==> src/hdl/fsfp_pkg.sv <==
// Package for the flow sensor frame parser: shared constants, codes and types.
// Used by every module in the hdl folder; depends on nothing.
package fsfp_pkg;

  // Frame geometry: bytes that follow the header byte, and named positions.
  localparam int unsigned FRAME_BYTES = 8;
  localparam int unsigned POS_W       = $clog2(FRAME_BYTES);
  localparam logic [POS_W-1:0] POS_X_LO   = POS_W'(1);
  localparam logic [POS_W-1:0] POS_X_HI   = POS_W'(2);
  localparam logic [POS_W-1:0] POS_Y_LO   = POS_W'(3);
  localparam logic [POS_W-1:0] POS_Y_HI   = POS_W'(4);
  localparam logic [POS_W-1:0] POS_SUM    = POS_W'(5);
  localparam logic [POS_W-1:0] POS_SAMPLE = POS_W'(6);
  localparam logic [POS_W-1:0] POS_LAST   = POS_W'(FRAME_BYTES - 1);

  // Configuration register file.
  localparam int unsigned CFG_IDX_W  = 2;
  localparam int unsigned CFG_DATA_W = 8;
  localparam logic [CFG_IDX_W-1:0] CFG_HEADER = 2'd0;
  localparam logic [CFG_IDX_W-1:0] CFG_FOOTER = 2'd1;
  localparam logic [CFG_IDX_W-1:0] CFG_GAIN   = 2'd2;
  localparam logic [CFG_DATA_W-1:0] HEADER_RST = 8'd254;
  localparam logic [CFG_DATA_W-1:0] FOOTER_RST = 8'd170;
  localparam logic [CFG_DATA_W-1:0] GAIN_RST   = 8'd26;

  // Stream widths: result fields packed into whole bytes.
  localparam int unsigned IN_DATA_W  = 8;
  localparam int unsigned Q_W        = 15;
  localparam int unsigned OUT_FIELDS = 2 + 16 + 16 + Q_W;
  localparam int unsigned OUT_DATA_W = ((OUT_FIELDS + 7) / 8) * 8;

  typedef enum logic [1:0] {
    ST_OK       = 2'd0,
    ST_SUM_ERR  = 2'd1,
    ST_FOOT_ERR = 2'd2
  } status_e;

  typedef struct packed {
    logic [CFG_DATA_W-1:0] header;
    logic [CFG_DATA_W-1:0] footer;
    logic [CFG_DATA_W-1:0] gain;
  } cfg_t;

  // A completed frame, reduced to what the check stage needs.
  typedef struct packed {
    logic        sum_ok;
    logic        foot_ok;
    logic [15:0] x;
    logic [15:0] y;
    logic [7:0]  sample;
  } frame_t;

endpackage

==> src/hdl/fsfp_collect.sv <==
// Frame assembly: header search, byte position tracking, byte storage and the
// checksum and footer compares. Depends on fsfp_pkg.
module fsfp_collect (
  input  logic                        clk_i,
  input  logic                        rst_ni,
  input  fsfp_pkg::cfg_t              cfg_i,
  input  logic                        in_valid_i,
  output logic                        in_ready_o,
  input  logic [7:0]                  in_byte_i,
  output logic                        frame_valid_o,
  input  logic                        frame_ready_i,
  output fsfp_pkg::frame_t            frame_o
);
  import fsfp_pkg::*;

  logic             seen_q, seen_d;
  logic [POS_W-1:0] pos_q, pos_d;
  logic             frame_vld_q, frame_vld_d;
  frame_t           frame_q, frame_d;
  logic [7:0]       store_q [POS_X_LO:POS_SAMPLE];
  logic             in_fire, load, store_we;
  logic [7:0]       sum;

  assign in_fire = in_valid_i && in_ready_o;

  // Only a byte that would complete a frame has to wait for the frame stage.
  assign in_ready_o = !(frame_vld_q && !frame_ready_i && seen_q && (pos_q == POS_LAST));

  assign sum = store_q[POS_X_LO] + store_q[POS_X_HI] + store_q[POS_Y_LO] + store_q[POS_Y_HI];

  always_comb begin
    seen_d   = seen_q;
    pos_d    = pos_q;
    load     = 1'b0;
    store_we = 1'b0;
    if (in_fire) begin
      if (!seen_q) begin
        if (in_byte_i == cfg_i.header) begin
          seen_d = 1'b1;
          pos_d  = '0;
        end
      end else if (pos_q == POS_LAST) begin
        seen_d = 1'b0;
        pos_d  = '0;
        load   = 1'b1;
      end else begin
        pos_d    = pos_q + POS_W'(1);
        store_we = (pos_q >= POS_X_LO) && (pos_q <= POS_SAMPLE);
      end
    end
  end

  always_comb begin
    frame_d         = frame_q;
    frame_vld_d     = frame_vld_q;
    if (frame_vld_q && frame_ready_i) begin
      frame_vld_d = 1'b0;
    end
    if (load) begin
      frame_vld_d     = 1'b1;
      frame_d.sum_ok  = (sum == store_q[POS_SUM]);
      frame_d.foot_ok = (in_byte_i == cfg_i.footer);
      frame_d.x       = {store_q[POS_X_HI], store_q[POS_X_LO]};
      frame_d.y       = {store_q[POS_Y_HI], store_q[POS_Y_LO]};
      frame_d.sample  = store_q[POS_SAMPLE];
    end
  end

  always_ff @(posedge clk_i or negedge rst_ni) begin
    if (!rst_ni) begin
      seen_q      <= 1'b0;
      pos_q       <= '0;
      frame_vld_q <= 1'b0;
    end else begin
      seen_q      <= seen_d;
      pos_q       <= pos_d;
      frame_vld_q <= frame_vld_d;
    end
  end

  always_ff @(posedge clk_i) begin
    frame_q <= frame_d;
    if (store_we) begin
      store_q[pos_q] <= in_byte_i;
    end
  end

  assign frame_valid_o = frame_vld_q;
  assign frame_o       = frame_q;

`ifndef SYNTH
  a_pos_needs_header: assert property (@(posedge clk_i) disable iff (!rst_ni)
    (pos_q != '0) |-> seen_q)
    else $error("byte position advanced outside a frame");
  a_load_sets_frame: assert property (@(posedge clk_i) disable iff (!rst_ni)
    load |=> frame_vld_q)
    else $error("completed frame was not registered");
  a_frame_held: assert property (@(posedge clk_i) disable iff (!rst_ni)
    (frame_vld_q && !frame_ready_i) |=> (frame_vld_q && $stable(frame_q)))
    else $error("waiting frame was overwritten");
`endif

endmodule

==> src/hdl/fsfp_check.sv <==
// Frame verdict, held motion values, quality low-pass filter and the result
// register. Depends on fsfp_pkg.
module fsfp_check (
  input  logic                              clk_i,
  input  logic                              rst_ni,
  input  logic [fsfp_pkg::CFG_DATA_W-1:0]   gain_i,
  input  logic                              frame_valid_i,
  output logic                              frame_ready_o,
  input  fsfp_pkg::frame_t                  frame_i,
  output logic                              out_valid_o,
  input  logic                              out_ready_i,
  output logic [fsfp_pkg::OUT_DATA_W-1:0]   out_data_o
);
  import fsfp_pkg::*;

  logic               fire, ok;
  logic               out_vld_q, out_vld_d;
  status_e            status_q, status_d;
  logic [15:0]        x_q, x_d, y_q, y_d;
  logic [Q_W-1:0]     q_q, q_d, q_filt;
  logic signed [16:0] diff;
  logic signed [25:0] prod, rnd, shifted;
  logic signed [17:0] next;

  assign frame_ready_o = !out_vld_q || out_ready_i;
  assign fire          = frame_valid_i && frame_ready_o;
  assign ok            = frame_i.sum_ok && frame_i.foot_ok;

  // q += round((sample*128 - q) * gain / 256), saturated to the Q7.8 range.
  assign diff    = $signed({2'b00, frame_i.sample, 7'b0}) - $signed({2'b00, q_q});
  assign prod    = diff * $signed({1'b0, gain_i});
  assign rnd     = prod + 26'sd128;
  assign shifted = rnd >>> 8;
  assign next    = $signed({3'b000, q_q}) + shifted[17:0];

  always_comb begin
    if (next < 0) begin
      q_filt = '0;
    end else if (next > $signed({3'b000, {Q_W{1'b1}}})) begin
      q_filt = {Q_W{1'b1}};
    end else begin
      q_filt = next[Q_W-1:0];
    end
  end

  always_comb begin
    x_d       = x_q;
    y_d       = y_q;
    q_d       = q_q;
    status_d  = status_q;
    out_vld_d = out_vld_q && !out_ready_i;
    if (fire) begin
      out_vld_d = 1'b1;
      if (!frame_i.sum_ok) begin
        status_d = ST_SUM_ERR;
      end else if (!frame_i.foot_ok) begin
        status_d = ST_FOOT_ERR;
      end else begin
        status_d = ST_OK;
        x_d      = frame_i.x;
        y_d      = frame_i.y;
        q_d      = q_filt;
      end
    end
  end

  always_ff @(posedge clk_i or negedge rst_ni) begin
    if (!rst_ni) begin
      out_vld_q <= 1'b0;
      x_q       <= '0;
      y_q       <= '0;
      q_q       <= '0;
    end else begin
      out_vld_q <= out_vld_d;
      x_q       <= x_d;
      y_q       <= y_d;
      q_q       <= q_d;
    end
  end

  always_ff @(posedge clk_i) begin
    status_q <= status_d;
  end

  assign out_valid_o = out_vld_q;
  assign out_data_o  = {{(OUT_DATA_W - OUT_FIELDS){1'b0}}, q_q, y_q, x_q, status_q};

`ifndef SYNTH
  a_sum_err_status: assert property (@(posedge clk_i) disable iff (!rst_ni)
    (fire && !frame_i.sum_ok) |=> (out_vld_q && (status_q == ST_SUM_ERR)))
    else $error("checksum failure not reported");
  a_fail_holds: assert property (@(posedge clk_i) disable iff (!rst_ni)
    (fire && !ok) |=> ($stable(x_q) && $stable(y_q) && $stable(q_q)))
    else $error("failed frame changed held values");
  a_fire_gives_result: assert property (@(posedge clk_i) disable iff (!rst_ni)
    fire |=> out_vld_q)
    else $error("checked frame produced no result");
`endif

endmodule

==> src/hdl/flow_sensor_frame_parser_top.sv <==
// Path: the last byte of a frame is taken into the frame register, and the checker then
// registers its result in the result register, from which the result item can be taken.
// Throughput: one byte item per cycle; a frame takes nine items including its header.
// Only the frame-completing byte waits, and only while both stages are full and the
// result is not being taken. Reset (asynchronous, active low) clears the frame search,
// held motion, filtered quality and valid flags, and loads header 254, footer 170, gain 26.
module flow_sensor_frame_parser_top (
  input  logic                              clk_i,
  input  logic                              rst_ni,
  // Configuration write port.
  input  logic                              cfg_we_i,
  input  logic [fsfp_pkg::CFG_IDX_W-1:0]    cfg_idx_i,
  input  logic [fsfp_pkg::CFG_DATA_W-1:0]   cfg_data_i,
  // Input stream of received bytes.
  input  logic                              s_axis_tvalid,
  output logic                              s_axis_tready,
  input  logic [fsfp_pkg::IN_DATA_W-1:0]    s_axis_tdata,   // [7:0] rx_byte
  // Result stream, one item per completed frame.
  output logic                              m_axis_tvalid,
  input  logic                              m_axis_tready,
  // [1:0] frame_status, [17:2] motion_x, [33:18] motion_y,
  // [48:34] quality_level, [55:49] zero
  output logic [fsfp_pkg::OUT_DATA_W-1:0]   m_axis_tdata
);
  import fsfp_pkg::*;

  // Configuration registers. Writes to an index beyond the list are ignored.
  cfg_t   cfg_q;
  logic   frame_valid, frame_ready;
  frame_t frame;

  always_ff @(posedge clk_i or negedge rst_ni) begin
    if (!rst_ni) begin
      cfg_q.header <= HEADER_RST;
      cfg_q.footer <= FOOTER_RST;
      cfg_q.gain   <= GAIN_RST;
    end else if (cfg_we_i) begin
      if (cfg_idx_i == CFG_HEADER) begin
        cfg_q.header <= cfg_data_i;
      end
      if (cfg_idx_i == CFG_FOOTER) begin
        cfg_q.footer <= cfg_data_i;
      end
      if (cfg_idx_i == CFG_GAIN) begin
        cfg_q.gain <= cfg_data_i;
      end
    end
  end

  // The collector finds the header, gathers the frame bytes and does the
  // checksum and footer compares as the last byte arrives.
  fsfp_collect u_collect (
    .clk_i         (clk_i),
    .rst_ni        (rst_ni),
    .cfg_i         (cfg_q),
    .in_valid_i    (s_axis_tvalid),
    .in_ready_o    (s_axis_tready),
    .in_byte_i     (s_axis_tdata),
    .frame_valid_o (frame_valid),
    .frame_ready_i (frame_ready),
    .frame_o       (frame)
  );

  // The checker turns a frame into a status, updates the held motion and the
  // filtered quality on success, and presents the result item.
  fsfp_check u_check (
    .clk_i         (clk_i),
    .rst_ni        (rst_ni),
    .gain_i        (cfg_q.gain),
    .frame_valid_i (frame_valid),
    .frame_ready_o (frame_ready),
    .frame_i       (frame),
    .out_valid_o   (m_axis_tvalid),
    .out_ready_i   (m_axis_tready),
    .out_data_o    (m_axis_tdata)
  );

endmodule

==> config.mk <==
export PLATFORM = sky130hd
export DESIGN_NAME = flow_sensor_frame_parser_top
export DESIGN_NICKNAME = d
export VERILOG_FILES = /design/src/hdl/fsfp_pkg.sv /design/src/hdl/fsfp_collect.sv /design/src/hdl/fsfp_check.sv /design/src/hdl/flow_sensor_frame_parser_top.sv
export SDC_FILE = /design/constraint.sdc
export NUM_CORES = 1
export LEC_CHECK = 0
export BUFFER_PORTS_ARGS = -buffer_cell sky130_fd_sc_hd__buf_4
export CAP_MARGIN = 20
export CORE_AREA = 2 2 164 286
export DETAILED_ROUTE_END_ITERATION = 8
export DIE_AREA = 0 0 166 288
export GPL_ROUTABILITY_DRIVEN = 0
export HOLD_SLACK_MARGIN = 0.06
export PLACE_DENSITY = 0.55
export SYNTH_ARGS = -nofsm -noshare
export SYNTH_HDL_FRONTEND = slang
export SYNTH_HIERARCHICAL = 1
export SYNTH_SLANG_ARGS = --single-unit
==> constraint.sdc <==
create_clock -name clk_i -period 14.45 [get_ports clk_i]
set_input_delay 2.1675 -clock clk_i [delete_from_list [all_inputs] [get_ports clk_i]]
set_output_delay 2.1675 -clock clk_i [all_outputs]
set_load 0.05 [all_outputs]
==> flow_summary.yaml, run 1 <==
route:
  first_pass_iters: 6
  ant_nets: 0
  avgRoutedWirePerCell_um: 17.8
  via_per_inst: 4.85
  drtIter0Drc: 387
  dr_total_vias: 9185
  drc: 0
  wirelength_mm: 33.7
timing:
  fin_crit_ns: 10.62
  slew_headroom: 0.261
  finClkSkew_ns: 0.00694
  finalHoldViolations: 0
  fin_crit_sh: 0.735
  finalMaxSlewViolations: 0
  setup_tns_ns: 0
  setup_viol: 0
  fmax_mhz: 94.2
  tightest_slew_ns: 1.10
  rsz0062_at_grt: "no"
global_routing:
  grt_overflow_total: 0
  grt_pass1_vias: 9755
  grt_pass1_wl_mm: 53.9
  grt_usage: 0.146
  antenna_found_initial: 0
  grt_start_max_net_pins: 63
job:
  drv_cap: 0
yosys:
  ys.flop_type: "edfxtp_1"
  yosys-top-cells-count: "inv_1 (166), fa_1 (113), nand2_1 (93), edfxtp_1 (92), ha_1 (86)"
  yosys.area.top_type: "edfxtp_1"
  syn_area_per_cell_um2: 11.0
  synth_cell_types: 90
  synth-seq-area-share: 0.348
  netlist_top_cells_area: "edfxtp_1 (20%), fa_1 (17%), dfrtp_1 (12%)"
  synthDominantCellAreaShare: 0.204
  synth_seq_cells: 169
  synth.cell_area_um2: 13500
  synth_warnings: 6
  yosysMostFrequentCell: "inv_1"
  synthCells: 1233
  async_reset_ff_frac: 0.456
  synth_edf_count: 92
cts:
  clkLatencyLatePin_ns: 0.44
  cts_hold_buf: 0
  cts_tree: "done"
  clk_pin_slew_ns: 0.06
  ctsResizeCount: 0
  cts_max_level: 4
  cts_root_buffer: "clkbuf_16"
  cts_num_sinks: 169
  postCtsSetupBuffers: 0
  cts_made_buffers: 17
  clockBufferDepth: 2
floorplan:
  num_rows: 104
  coreArea_um2: 45700
  start_util: 0.296
  ios: 81
  die_h_um: 288
  fp.dieArea_um2: 47800
  die_w_um: 166
placement:
  io_buffers: 73
  hpwl_mm: 27.1
critical_path:
  crit_top_cell: "fa_1"
  cp-end-kind: "register"
  crit_path_max_fanout: 16
  path_class: "register to register"
  crit_arrival_ns: 10.95
  start_kind: "register"
  max_stage_delay_ns: 0.71
  worst_path_max_delay_cell: "a31oi_1"
  required_ns: 14.78
layout:
  drive_gt1_frac: 0.173
  diodes: 0
  nets: 1520
  fillers: 4581
  syn2layout_area_growth_pct: 12.8
hold_path:
  hold_path_class: "register to register"
run_status:
  status: "finished clean"
worst paths after layout:
check | from | end | slack (ns) | cells after the start
worst min register to register | u_collect/store_q[6][6] | u_collect/frame_o[6] | 0.43 | 0
worst max-delay path | u_check/q_q[7] | u_check/q_q[1] | 3.83 | 36
max in group asynchronous | rst_ni | cfg_q[14] | 11.75 | 2
worst max register to register | u_check/q_q[7] | u_check/q_q[1] | 3.83 | 36
min in group asynchronous | rst_ni | u_check/q_q[10] | 1.58 | 1
worst min-delay path | u_collect/store_q[6][6] | u_collect/frame_o[6] | 0.43 | 0
cell type report:
| cell class | instances | area, um^2 | share of cell area |
|---|---|---|---|
| clock inverter | 13 | 133 | 0.00870 |
| inverter | 166 | 623 | 0.0409 |
| timing repair buffer | 79 | 593 | 0.0389 |
| tap | 583 | 729 | 0.0478 |
| multi-input combinational | 865 | 8030 | 0.527 |
| clock buffer | 19 | 433 | 0.0284 |
| sequential | 169 | 4710 | 0.309 |
kinds of logic (layout without fill, tap and decap cells):
group / after synthesis / after routing / share of synthesized area
and+or+nand+nor: 328 / 328 / 0.133
adders and majority gates: 199 / 199 / 0.247
buffers and inverters: 205 / 277 / 0.0608
other: 1 / 7 / 0.000277
muxes: 60 / 60 / 0.0496
xor gates and xnor gates: 92 / 92 / 0.0607
AOI/OAI and AO/OA: 179 / 179 / 0.101
DFF: 169 / 169 / 0.348
worst max-delay path: cells and delay by family (launching register included):
kind            cells  cell delay, ns
compound gates     14            4.39
fa+ha+maj           7            3.19
simple gates       11            1.98
flops               1            0.41
mux                 1            0.30
buf+inv             2            0.11
xor+xnor            1            0.11
cell usage in the layout, fill, tap and decap left out, types with 17 or more instances in the layout:
cell type  synthesis  layout
inv_1            166     166
fa_1             113     113
nand2_1           93      93
edfxtp_1          92      92
ha_1              86      86
buf_4              8      79
and2_1            67      67
dfrtp_1           63      63
xnor2_1           61      61
mux2_2            56      56
nor2_1            54      53
a21oi_1           44      44
xor2_1            29      29
nand3_1           24      23
a21o_1            21      21
clkbuf_16          0      17
through the flow:
stage                     instance area, um^2  worst slack (ns)  hold WS (ns)  cells  utilization
after floorplan                         13500              5.06         0.400   1239            -
after global placement                  14700              4.23         0.403   1862        0.321
after detailed placement                14700              3.95         0.408   1862        0.321
after CTS                               15200              3.87         0.428   1894        0.334
after global routing                    15200              3.03         0.438   1894        0.334
final                                   15200              3.83         0.425   1894        0.334
metal layers:
| metal | vias up | global-route usage | wire [um] | share of wire |
|---|---|---|---|---|
| met3 | 81 | 0.0169 | 764 | 0.023 |
| met5 | - | 0 | 0 | 0 |
| met1 | 4594 | 0.141 | 11500 | 0.34 |
| li1 | 4307 | - | - | - |
| met4 | 0 | 0.0800 | 1770 | 0.053 |
| met2 | 203 | 0.296 | 19700 | 0.58 |
sequential cells by signal, indices dropped and copies added, names as in the netlist:
register,count
cfg_q,24
u_check/status_q,2
u_collect/frame_o,42
u_collect/frame_valid_o,1
u_check/out_valid_o,1
u_collect/pos_q,3
u_check/x_q,16
u_collect/store_q,48
u_check/q_q,15
u_check/y_q,16
u_collect/seen_q,1
Power of run 1 is left out: the tool's default activity adds up to more than one toggle a clock period on the data nets, which glitch-free logic cannot reach.
==> run 2: changes to the inputs <==
--- a/config.mk
+++ b/config.mk
@@ -5,11 +5,12 @@
 export SDC_FILE = /design/constraint.sdc
 export NUM_CORES = 1
 export LEC_CHECK = 0
+export ABC_AREA = 1
 export BUFFER_PORTS_ARGS = -buffer_cell sky130_fd_sc_hd__buf_4
 export CAP_MARGIN = 20
-export CORE_AREA = 2 2 164 286
+export CORE_AREA = 2 2 167 291
 export DETAILED_ROUTE_END_ITERATION = 8
-export DIE_AREA = 0 0 166 288
+export DIE_AREA = 0 0 169 293
 export GPL_ROUTABILITY_DRIVEN = 0
 export HOLD_SLACK_MARGIN = 0.06
 export PLACE_DENSITY = 0.55
==> constraint.sdc (replaced) <==
create_clock -name clk_i -period 10.3 [get_ports clk_i]
set_input_delay 1.545 -clock clk_i [delete_from_list [all_inputs] [get_ports clk_i]]
set_output_delay 1.545 -clock clk_i [all_outputs]
set_load 0.05 [all_outputs]
==> flow_summary.yaml, run 2 <==
floorplan:
  die_w_um: 169
  start_util: 0.297
  ios: 81
  die_h_um: 293
  num_rows: 105
  fp.dieArea_um2: 49500
  coreArea_um2: 47000
yosys:
  synth.cell_area_um2: 14000
  async_reset_ff_frac: 0.456
  netlist_top_cells_area: "edfxtp_1 (20%), fa_1 (16%), dfrtp_1 (11%)"
  synth_edf_count: 92
  yosys.area.top_type: "edfxtp_1"
  syn_area_per_cell_um2: 8.79
  synthCells: 1587
  synth-xor-area-share: 0.0317
  synth_cell_types: 53
  synth_seq_cells: 169
  yosys-top-cells-count: "nand2_1 (406), inv_1 (305), fa_1 (113), nor2_1 (113), edfxtp_1 (92)"
  synth_warnings: 6
  synth_top_family_by_area: "adder cells"
  synth-seq-area-share: 0.337
  synth_mux_area_frac: 0.0258
  post_synth_and_or_nand_nor_area_fraction: 0.232
  ys.flop_type: "edfxtp_1"
  synthAdderAreaFrac: 0.239
  synthDominantCellAreaShare: 0.198
  yosysMostFrequentCell: "nand2_1"
  synth_compound_area_frac: 0.0364
placement:
  pre_cts_ws_ns: 1.25
  io_buffers: 73
  hpwl_mm: 29.8
  placed_cell_area_um2: 15100
  placed_cells: 2230
route:
  via_per_inst: 4.65
  first_pass_iters: 5
  drc: 0
  avgRoutedWirePerCell_um: 16.0
  drtIter0Drc: 560
  dr_total_vias: 10500
  wirelength_mm: 36.1
  ant_nets: 0
critical_path:
  crit_path_max_fanout: 15
  start_kind: "register"
  max_stage_delay_ns: 0.50
  required_ns: 10.68
  cp-startpoint: "u_check/q_q[0]"
  worst_path_max_delay_cell: "fa_1"
  crit_arrival_ns: 9.48
  path_class: "register to register"
  r2r_start: "u_check/q_q[0]"
  crit_top_cell: "nand2_1"
  cp-end-kind: "register"
power:
  leakage_nw: 7.96
  ir_worst_vdd_mv: 0.174
  power_density_nw_per_um2: 269
global_routing:
  antenna_found_initial: 0
  grt_overflow_total: 0
  grt_pass1_wl_mm: 57.9
  grt_usage: 0.152
  grt_pass1_vias: 11200
  grt_start_max_net_pins: 64
layout:
  nets: 1883
  fin_area_um2: 15700
  final_cells: 2262
  drive_gt1_frac: 0.144
  diodes: 0
  layout_common_cells: "nand2_1 (406), inv_1 (305), nor2_1 (113), fa_1 (113), edfxtp_1 (92)"
  max_flop_register: "u_collect/store_q"
  final_core_util: 0.334
  largest_reg_flops: 48
  syn2layout_area_growth_pct: 12.6
  mostFrequentLayoutCell: "nand2_1"
cts:
  cts_root_buffer: "clkbuf_16"
  cts_tree: "done"
  ctsResizeCount: 0
  clk_pin_slew_ns: 0.07
  clkLatencyLatePin_ns: 0.44
  postCtsSetupBuffers: 0
  cts_max_level: 4
  cts_num_sinks: 169
  cts_hold_buf: 0
  clockBufferDepth: 2
  cts_made_buffers: 17
timing:
  fin_crit_sh: 0.884
  setup_tns_ns: 0
  finClkSkew_ns: 0.00802
  slew_headroom: 0.301
  finalHoldViolations: 0
  fmax_mhz: 110
  fin_crit_ns: 9.11
  setup_viol: 0
  finalMaxSlewViolations: 0
  tightest_slew_ns: 1.04
  rsz0062_at_grt: "no"
  setup_ws_ns: 1.19
hold_path:
  worstHoldStart: "u_collect/store_q[6][4]"
  hold_path_class: "register to register"
run_status:
  status: "finished clean"
job:
  drv_cap: 0
run 2: path summary, 6_finish.rpt:
path	end	slack, ns	cells after the start
setup reg to reg	u_check/q_q[7]	1.19	44
min in group asynchronous	u_check/x_q[14]	0.93	1
max in group asynchronous	cfg_q[10]	8.23	2
hold / removal	u_collect/frame_o[4]	0.42	0
hold reg to reg	u_collect/frame_o[4]	0.42	0
setup / recovery	u_check/q_q[7]	1.19	44
run 2: routing by layer:
metal  wire (um)  global-route usage
met5           0                   0
met4        1950              0.0844
met3         893              0.0129
met2       20700               0.306
met1       12600               0.148
run 2: layout make-up:
| cell class | instances | area, um^2 |
|---|---|---|
| multi-input cells | 1083 | 7920 |
| repair buffers | 77 | 578 |
| flip-flops and latches | 169 | 4710 |
| clock buffers | 18 | 450 |
| clock inverters | 14 | 144 |
| fillers | 4838 | 31300 |
| inverters | 313 | 1170 |
| well taps | 588 | 736 |
run 2: kinds of logic (layout without fill, tap and decap cells):
logic type               Yosys count  count (layout)
flip-flops                       169             169
AO/OA/AOI/OAI                     89              89
AND/OR/NAND/NOR                  707             707
adder cells (fa/ha/maj)          199             199
multiplexers                      32              32
XOR/XNOR                          49              49
buffers and inverters            341             422
other                              1               7
run 2: report_power, final:
part	switching, mW	internal (mW)	total, mW	leakage, nW
Clock	0.298	0.337	0.636	0.295
Sequential	0.0469	0.744	0.791	1.83
Combinational	1.85	0.941	2.79	5.83
run 2: stage by stage:
stage	total power [mW]	hold slack, ns
after CTS	4.26	0.420
after global placement	3.58	0.406
after global routing	4.63	0.437
final	4.22	0.419
after floorplan	2.94	0.400
after detailed placement	3.61	0.408
run 2: worst max-delay path: cells and delay by family (launching register included):
family / cells / cell delay (ns)
flops: 1 / 0.37
buf+inv: 5 / 0.61
compound gates: 11 / 2.59
simple gates: 21 / 2.65
fa+ha+maj: 7 / 2.81
Note: power is estimated with default switching activity, not from simulation.
==> run 3: changes to the inputs <==
--- a/config.mk
+++ b/config.mk
@@ -8,12 +8,12 @@
 export ABC_AREA = 1
 export BUFFER_PORTS_ARGS = -buffer_cell sky130_fd_sc_hd__buf_4
 export CAP_MARGIN = 20
-export CORE_AREA = 2 2 167 291
+export CORE_AREA = 2 2 119 207
 export DETAILED_ROUTE_END_ITERATION = 8
-export DIE_AREA = 0 0 169 293
+export DIE_AREA = 0 0 121 209
 export GPL_ROUTABILITY_DRIVEN = 0
 export HOLD_SLACK_MARGIN = 0.06
-export PLACE_DENSITY = 0.55
+export PLACE_DENSITY = 0.88
 export SYNTH_ARGS = -nofsm -noshare
 export SYNTH_HDL_FRONTEND = slang
 export SYNTH_HIERARCHICAL = 1
==> constraint.sdc (replaced) <==
create_clock -name clk_i -period 9.3 [get_ports clk_i]
set_input_delay 1.395 -clock clk_i [delete_from_list [all_inputs] [get_ports clk_i]]
set_output_delay 1.395 -clock clk_i [all_outputs]
set_load 0.05 [all_outputs]
==> flow_summary.yaml, run 3 (synthesized netlist as in run 2, its figures left out) <==
placement:
  placed_cells: 1949
  io_buffers: 73
  hpwl_mm: 27.0
timing:
  fmax_mhz: 113
  finalMaxSlewViolations: 0
  finalHoldViolations: 0
  finClkSkew_ns: 0.0114
  slew_headroom: 0.334
  setup_tns_ns: 0
  setup_viol: 0
  tightest_slew_ns: 0.999
  fin_crit_ns: 8.82
  fin_crit_sh: 0.949
layout:
  drive_gt1_frac: 0.151
  seq_area_um2: 4710
  nets: 1886
  diodes: 0
  layout_common_cells: "nand2_1 (405), inv_1 (305), fa_1 (113)"
  syn2layout_area_growth_pct: 10.7
  multi_input_area_um2: 7980
  fillers: 1738
  final_cells: 1985
  final_core_util: 0.651
  max_flop_register: "u_collect/store_q"
  largest_reg_flops: 48
  mostFrequentLayoutCell: "nand2_1"
route:
  drtIter0Drc: 789
  drc: 0
  first_pass_iters: 8
  avgRoutedWirePerCell_um: 17.6
  ant_nets: 0
  dr_total_vias: 11000
  via_per_inst: 5.55
  wirelength_mm: 35.0
critical_path:
  rr_worst_depth: 43
  path_buf_inv: 7
  crit_top_cell: "nand2_1"
  start_kind: "register"
  cp-startpoint: "u_check/q_q[1]"
  worst_path_max_delay_cell: "xor2_1"
  r2r_start: "u_check/q_q[1]"
  crit_family: "adder cells"
  crit_arrival_ns: 9.14
  cp-end-kind: "register"
  timing.rr.end: "u_check/q_q[12]"
  endpoint: "u_check/q_q[12]"
  crit_cells: 43
  r2r_slack_ns: 0.48
  crit_path_max_fanout: 13
  max_stage_delay_ns: 0.64
  path_class: "register to register"
  required_ns: 9.62
cts:
  clkLatencyLatePin_ns: 0.43
  cts_root_buffer: "clkbuf_16"
  cts_made_buffers: 17
  clk_pin_slew_ns: 0.07
  clockBufferDepth: 2
  cts_max_level: 4
  cts_num_sinks: 169
  cts_tree: "done"
job:
  drv_cap: 0
global_routing:
  grt_overflow_total: 0
  grt_usage: 0.289
  grt_pass1_vias: 11800
  antenna_found_initial: 0
  grt_start_max_net_pins: 78
  grt_pass1_wl_mm: 56.7
hold_path:
  hold_path_class: "register to register"
floorplan:
  start_util: 0.588
  die_h_um: 209
  ios: 81
  die_w_um: 121
  fp.dieArea_um2: 25300
  coreArea_um2: 23700
  num_rows: 75
power:
  power_density_nw_per_um2: 305
  ir_worst_vdd_mv: 0.232
  fin_total_pwr_mw: 4.71
  leakage_nw: 7.99
run_status:
  status: "finished clean"
[run 3: cell types whose count changed in the layout (fill, tap and decap cells not counted), sizes merged]
cell    previous run  this run
buf               77        80
clkbuf            18        21
clkinv             6         5
inv              321       319
[run 3: per-layer routing]
| metal | GRT usage | up-vias | share of wire |
|---|---|---|---|
| met4 | 0.192 | 0 | 0.075 |
| li1 | - | 5090 | - |
| met1 | 0.281 | 5245 | 0.31 |
| met2 | 0.550 | 520 | 0.56 |
| met5 | 0 | - | 0 |
| met3 | 0.0388 | 168 | 0.052 |
[run 3: layout make-up]
class / count / area share
Inverter: 313 / 0.0761
Multi-Input combinational cell: 1083 / 0.517
Timing Repair Buffer: 80 / 0.0397
Clock buffer: 21 / 0.0314
Tap cell: 308 / 0.0250
Sequential cell: 169 / 0.305
Clock inverter: 11 / 0.00656
[run 3: where the power goes]
group	total, mW	switching, mW	leakage, nW	internal, mW
clock network	0.691	0.307	0.292	0.384
registers	0.876	0.0517	1.83	0.824
logic	3.14	2.07	5.86	1.07
total	4.71	2.43	7.99	2.28
[run 3: what timing repair did]
item | in CTS | in global routing
gates resized for setup | 0 | 14
hold buffers | 0 | 0
endpoints found under the setup margin | 0 | 15
hold endpoints to repair | 0 | 0
buffers inserted | 0 | 4
[run 3: per-stage QoR]
step / setup slack (ns) / hold WS (ns) / instance area (um^2)
final: 0.476 / 0.424 / 15400
after global routing: -0.0740 / 0.435 / 15400
after CTS: 0.295 / 0.425 / 15300
after detailed placement: 0.400 / 0.410 / 14800
after global placement: 0.716 / 0.403 / 14800
after floorplan: 1.14 / 0.400 / 14000
[run 3: how the worst min path moves through the flow]
stage                                  from                    to  slack [ns]  depth (start not counted)
floorplan           u_collect/store_q[6][0]  u_collect/frame_o[0]        0.40                          0
global placement    u_collect/store_q[6][4]  u_collect/frame_o[4]        0.40                          0
detailed placement  u_collect/store_q[6][2]  u_collect/frame_o[2]        0.41                          0
CTS                 u_collect/store_q[6][2]  u_collect/frame_o[2]        0.43                          0
global route        u_collect/store_q[6][4]  u_collect/frame_o[4]        0.44                          0
finish              u_collect/store_q[6][2]  u_collect/frame_o[2]        0.42                          0
